===== config.mk =====
export PLATFORM = sky130hd
export DESIGN_NAME = swrms_front
export DESIGN_NICKNAME = d
export VERILOG_FILES = /design/src/hdl/swrms_pkg.sv /design/src/hdl/swrms_front.sv
export SDC_FILE = /design/constraint.sdc
export NUM_CORES = 1
export LEC_CHECK = 0
export BUFFER_PORTS_ARGS = -buffer_cell sky130_fd_sc_hd__buf_2
export CAP_MARGIN = 20
export CORE_MARGIN = 2
export CORE_UTILIZATION = 50
export DETAILED_ROUTE_END_ITERATION = 10
export PLACE_DENSITY_LB_ADDON = 0.1
export SKIP_LAST_GASP = 1
export SLEW_MARGIN = 20
export SYNTH_ARGS = -nofsm -noshare
export SYNTH_HDL_FRONTEND = slang
export SYNTH_SLANG_ARGS = --single-unit

===== constraint.sdc =====
create_clock -name clk -period 14.9 [get_ports clk]
set_input_delay 2.98 -clock clk [delete_from_list [all_inputs] [get_ports clk]]
set_output_delay 2.98 -clock clk [all_outputs]
set_load 0.01 [all_outputs]

===== src/hdl/swrms_pkg.sv =====
`default_nettype none
package swrms_pkg;
  localparam int DEF_MAX_WINDOW  = 8192;
  localparam int DEF_SAMPLE_BITS = 24;
  localparam int CFG_W    = 14;
  localparam int FLOOR_W  = 9;
  localparam int LEVEL_W  = 17;
  localparam logic [0:0] REG_WINDOW = 1'b0;
  localparam logic [0:0] REG_FLOOR  = 1'b1;
  localparam logic [36:0] DB_SCALE_Q = 37'd50504453;

  typedef enum logic [2:0] {
    ST_IDLE, ST_READ, ST_UPD, ST_LOGS, ST_LOGW, ST_MUL, ST_OUT
  } back_st_t;

  typedef enum logic [1:0] {
    CL_IDLE, CL_RUN
  } clr_st_t;
endpackage
`default_nettype wire


===== src/hdl/swrms_front.sv =====
`default_nettype none
module swrms_front
  import swrms_pkg::*;
#(
  parameter int SAMPLE_BITS = DEF_SAMPLE_BITS,
  parameter int SQ_W = 2 * SAMPLE_BITS - 1
) (
  input  wire logic                   clk,
  input  wire logic                   rst_n,
  input  wire logic                   in_push,
  output logic                        in_full,
  input  wire logic [SAMPLE_BITS-1:0] in_sample,
  output logic                        q_valid,
  output logic [SQ_W-1:0]             q_sq,
  input  wire logic                   q_take,
  input  wire logic                   hold
);
  logic [SAMPLE_BITS-1:0] mag;
  logic [SQ_W-1:0] sq_r [2];
  logic [1:0] cnt_r;
  logic wp_r, rp_r;
  logic wr, rd;

  always_comb begin
    mag = in_sample[SAMPLE_BITS-1] ? (~in_sample + 1'b1) : in_sample;
  end

  assign in_full = (cnt_r == 2'd2) || hold;
  assign wr = in_push && !in_full;
  assign rd = q_take && q_valid;
  assign q_valid = cnt_r != 2'd0;
  assign q_sq = sq_r[rp_r];

  always_ff @(posedge clk) begin
    if (!rst_n) begin
      cnt_r <= '0;
      wp_r  <= 1'b0;
      rp_r  <= 1'b0;
    end else begin
      cnt_r <= cnt_r + {1'b0, wr} - {1'b0, rd};
      if (wr) wp_r <= !wp_r;
      if (rd) rp_r <= !rp_r;
    end
    if (wr) sq_r[wp_r] <= SQ_W'(mag) * SQ_W'(mag);
  end
endmodule
`default_nettype wire


Word-level counts from Yosys, hierarchy flattened
Memory sizes are Yosys's and may differ from the RTL's. A register that Yosys moved wholly into a read port is not among the register bits.
Cells that the tools add are included.
Cells by class
  bitwise logic cells: 1
  reduce and logical (&&, ||, !) cells: 7
  add/subtract/negate cells: 3
  order comparisons: 0
  muxes and demuxes: 5
  div/mod/pow operators: 0
  shift operators: 0
  $mul: 1
  eq/ne operators: 1
Operators by type and width (count)
  $mul A24 B24 Y47: 1
  $add A24 B1 Y24 const B: 1
  $mux W24: 1
  $not A24 Y24: 1
  $mux W1: 4
  $logic_not A1 Y1: 3
  $add A2 B1 Y2: 1
  $eq A2 B2 Y1 const B: 1
  $logic_and A1 B1 Y1: 2
  $reduce_bool A2 Y1: 1
  $sub A2 B1 Y2: 1
  $logic_or A1 B1 Y1: 1
Storage, ports and cells
  memories: 1
  output and inout port bits: 49
  ROM bits: 0
  bits in registers: 4
  word-level logic and storage cells: 22
  RAM bits: 94
  bits of input ports: 29
  latch bits: 0
Memories
  sq_r: depth 2, bits a word 47, rd ports 1, clocked after Yosys merged registers in 1, write ports 1, RTL line swrms_front.sv:19  | logic [SQ_W-1:0] sq_r [2];

Longest topological paths before layout
  depth after elaboration: 6
  depth in mapped cells: 35
  mapped depth without buffers: 33

Least setup slack after synthesis
Ideal clock, no wire load.
  path type: in2reg
  start: input in_sample[6]
  end: memory sq_r[0][39] (netlist name), data pin
  slack: 3.512 ns
  data required time: 14.631 ns
  cell stages on the path: 29
  buffers on the path: 2
  library setup time: 0.269 ns
  data arrival time: 11.119 ns
  cell sequence: or4_4 or3_1 or3_4 or4_4 o41a_4 xnor2_4 buf_2 nor2_1 fa_1 fa_1 fa_1 inv_1 fa_1 inv_1 fa_1 fa_1 inv_1 fa_1 inv_1 ha_1 clkbuf_1 o21a_1 o21a_1 o21ai_0 a31oi_1 a21o_1 a211oi_1 o21ai_0 xor2_1
On the way
  longest elaborated chain between the ends: 4
Ends and longest elaborated chain
  from (decl): RTL line swrms_front.sv:12  | input wire logic [SAMPLE_BITS-1:0] in_sample,
  $not A24 Y24: RTL line swrms_front.sv:25  | mag = in_sample[SAMPLE_BITS-1] ? (~in_sample + 1'b1) : in_sample;
  $add A24 B1 Y24: RTL line swrms_front.sv:25
  $mux W24 *: RTL line swrms_front.sv:25
  $mul A24 B24 Y47 *: RTL line swrms_front.sv:44  | if (wr) sq_r[wp_r] <= SQ_W'(mag) * SQ_W'(mag);
  to (decl): RTL line swrms_front.sv:19
Mark *: on every way between the ends. The rest lies on a longest branch, timed or not.

Worst setup path after layout
  start: input in_sample[6]
  end: memory sq_r[1][45] (netlist name), data pin
The elaborated chain is that of the path after synthesis.

==> metrics <==
status=finished, final reports clean; Pins Over Slew Limit=0; final hold violations=0; Post-Syn Area=19,600 um^2; crit path DAT=12.55 ns; Vias=13,200; Crit. End Element=flop; Yosys warning count=0; WL/cell=19.1 um; drt drc=0; Required @ worst endpoint=15.04 ns; CTS tree=done; setup tns final=0 ns; worst hold path type=reg2reg; H-Tree Depth=3; share of layout cells above drive strength 1=0.0926; Total Nets Final=2,666; worst hold slack=0.538 ns; #FFs+latches synth=97; CP Class=in2reg; Worst Clk Skew=0.00850 ns; final setup vio count=0; clk sinks=97; R2R Setup Slk=12.95 ns; Worst-Margin Slew=1.10 ns; Netlist cell types=59; Area Overhead vs Synth=7.35%; fin crit share=0.833; number of global-route vias before repair=14,300; I/O Buffers=76; overall routed net length=49.1 mm; row count=72; Tot GR Track Use=0.255; Clock Tree Buf Depth=2; Routed Antenna Nets=0; Die Ht=202 um; initial core utilization=0.507; Post-CTS Hold Fix Bufs=0; Worst-path clk slew=0.08 ns; clk root buf=clkbuf_16; Setup Buffers After CTS=0; minimum clock period=12.41 ns; max frequency=80.6 MHz; GRT overflow=0; Avg Inst Size Synth=9.98 um^2; first-pass GRT wire length=79.4 mm; IO Count=78; area leader, netlist=fa_1; die area=40,800 um^2; initial antenna violation count=0; post-CTS sizing=0; top_reg_cell synth=edfxtp_1; top area cells in the synthesized netlist=fa_1 (43%), edfxtp_1 (14%), inv_1 (11%); Post-Syn Instances=1,963; core area=38,600 um^2; sequential area share after synthesis=0.146; DRT iter0 DRCs=664; GP Congestion=0.891; Critical Path Start Type=primary input; Skew-Pair Late Insertion Delay=0.34 ns; chip width=202 um; share of the synthesized area in the top cell type=0.432; clock buffers created by TritonCTS=9; CP max FO=16; ys async rst share=0; maxcap violations=0; # diodes=0; dpl hpwl=40.4 mm; largest net degree at the start of global routing=47; via density per instance=5.13; Pre-Repair DR Iteration Count=5; Max transition margin=0.265; Post-synth EDFFs=92; RSZ-0062 raised after global routing=no
==> worst max-delay path: stages <==
cell      delay, ns
buf_2          0.14
or4_4          0.55
or3_1          0.36
or3_4          0.40
o31a_1         0.28
xnor2_2        0.74
inv_1          0.65
nand2_1        0.28
fa_1           0.44
inv_1          0.09
fa_1           0.41
fa_1           0.55
fa_1           0.53
inv_1          0.06
fa_1           0.50
fa_1           0.49
inv_1          0.05
fa_1           0.43
ha_1           0.36
inv_1          0.11
o221ai_1       0.17
o21ai_0        0.49
a31oi_1        0.30
a211oi_1       0.48
a21oi_1        0.18
and3_1         0.21
nor4_1         0.33
==> cells in the final DEF (no fill, tap or decap), drive strengths merged, types with 4 or more instances in the layout <==
| cell type | Yosys | final |
|---|---|---|
| inv | 573 | 576 |
| fa | 423 | 423 |
| ha | 168 | 168 |
| nor2 | 161 | 161 |
| nand2 | 160 | 160 |
| buf | 6 | 103 |
| edfxtp | 92 | 92 |
| xnor2 | 52 | 52 |
| mux2 | 47 | 47 |
| a21oi | 38 | 38 |
| xor2 | 24 | 24 |
| a21o | 24 | 24 |
| o21ai | 24 | 24 |
| conb | 2 | 18 |
| o21a | 11 | 11 |
| and2 | 10 | 10 |
| clkbuf | 41 | 9 |
| and3 | 9 | 9 |
| nor3 | 8 | 8 |
| a211oi | 7 | 7 |
| o31ai | 6 | 6 |
| nor2b | 6 | 6 |
| nand3 | 6 | 6 |
| o31a | 5 | 5 |
| nand2b | 5 | 5 |
| or3 | 5 | 5 |
| dfxtp | 5 | 5 |
| clkinv | 1 | 5 |
| o211ai | 4 | 4 |
| a31oi | 4 | 4 |
| o21bai | 4 | 4 |
==> logic make-up (layout without fill, tap and decap cells) <==
family,Yosys count,in the layout,share of synthesized area
AO/OA/AOI/OAI,142,142,0.0481
XOR/XNOR,76,76,0.0350
adder cells (fa/ha/maj),591,591,0.540
buffers and inverters,621,693,0.120
flip-flops,97,97,0.146
multiplexers,47,47,0.0270
other,2,18,0.000384
AND/OR/NAND/NOR,387,387,0.0836
==> metrics by stage <==
step	setup slack [ns]	util	instance area, um^2	instances
3_5_place_dp	2.27	0.536	20700	2553
3_3_place_gp	1.89	0.536	20700	2553
4_1_cts	2.60	0.544	21000	2569
2_1_floorplan	3.51	-	19600	1979
6_report	2.49	0.544	21000	2569
5_1_grt	2.15	0.544	21000	2569
==> layout make-up <==
cell class | instances | area, um^2
well taps | 518 | 648
clock buffers | 9 | 225
repair buffers | 103 | 583
multi-input cells | 1261 | 14500
clock inverters | 7 | 81.3
fillers | 3572 | 17600
flip-flops and latches | 97 | 2860
inverters | 574 | 2150
==> metal layers <==
metal	part of all wire	global-route usage	up-vias
met2	0.52	0.451	354
li1	-	-	6016
met5	0	0	-
met4	0.025	0.0557	0
met3	0.054	0.0351	68
met1	0.40	0.335	6741
==> cell usage after synthesis, types with 2 or more instances <==
cell type and count:
inv_2 4, ha_1 168, o31ai_1 6, or3_1 4
xnor2_1 51, edfxtp_1 92, nor4_1 3, o31a_1 5
clkbuf_1 41, a21o_1 24, or4_4 2, o221ai_1 2
nand3_1 6, inv_1 569, fa_1 423, a31o_2 3
nor2_1 160, o21bai_1 4, and4_1 3, a31oi_1 4
o21a_1 11, nand4_1 2, or2_2 3, nor3_1 8
nand2_1 160, nor2b_1 6, conb_1 2, buf_4 2
xor2_1 24, a21oi_1 38, dfxtp_1 5, nand2b_1 5
buf_2 2, a211oi_1 7, o211ai_1 4, and2_1 10
and3_1 9, o21ai_0 23, a311oi_1 2, mux2_2 47
==> sequential cells by signal (all words and copies together), names as in the netlist, named ones only <==
signal and count:
sq_r 92, cnt_r 2, rp_r 1, wp_r 1
==> final timing paths <==
check                                  start          end  cells after the start
worst max register to register      cnt_r[0]  sq_r[0][20]                      5
worst min register to register          rp_r         rp_r                      2
worst max-delay path            in_sample[6]  sq_r[1][45]                     27
worst min-delay path                    rp_r         rp_r                      2
Power is not shown: default switching activity piles up to over one toggle a cycle in this logic, so the estimate is an artifact.
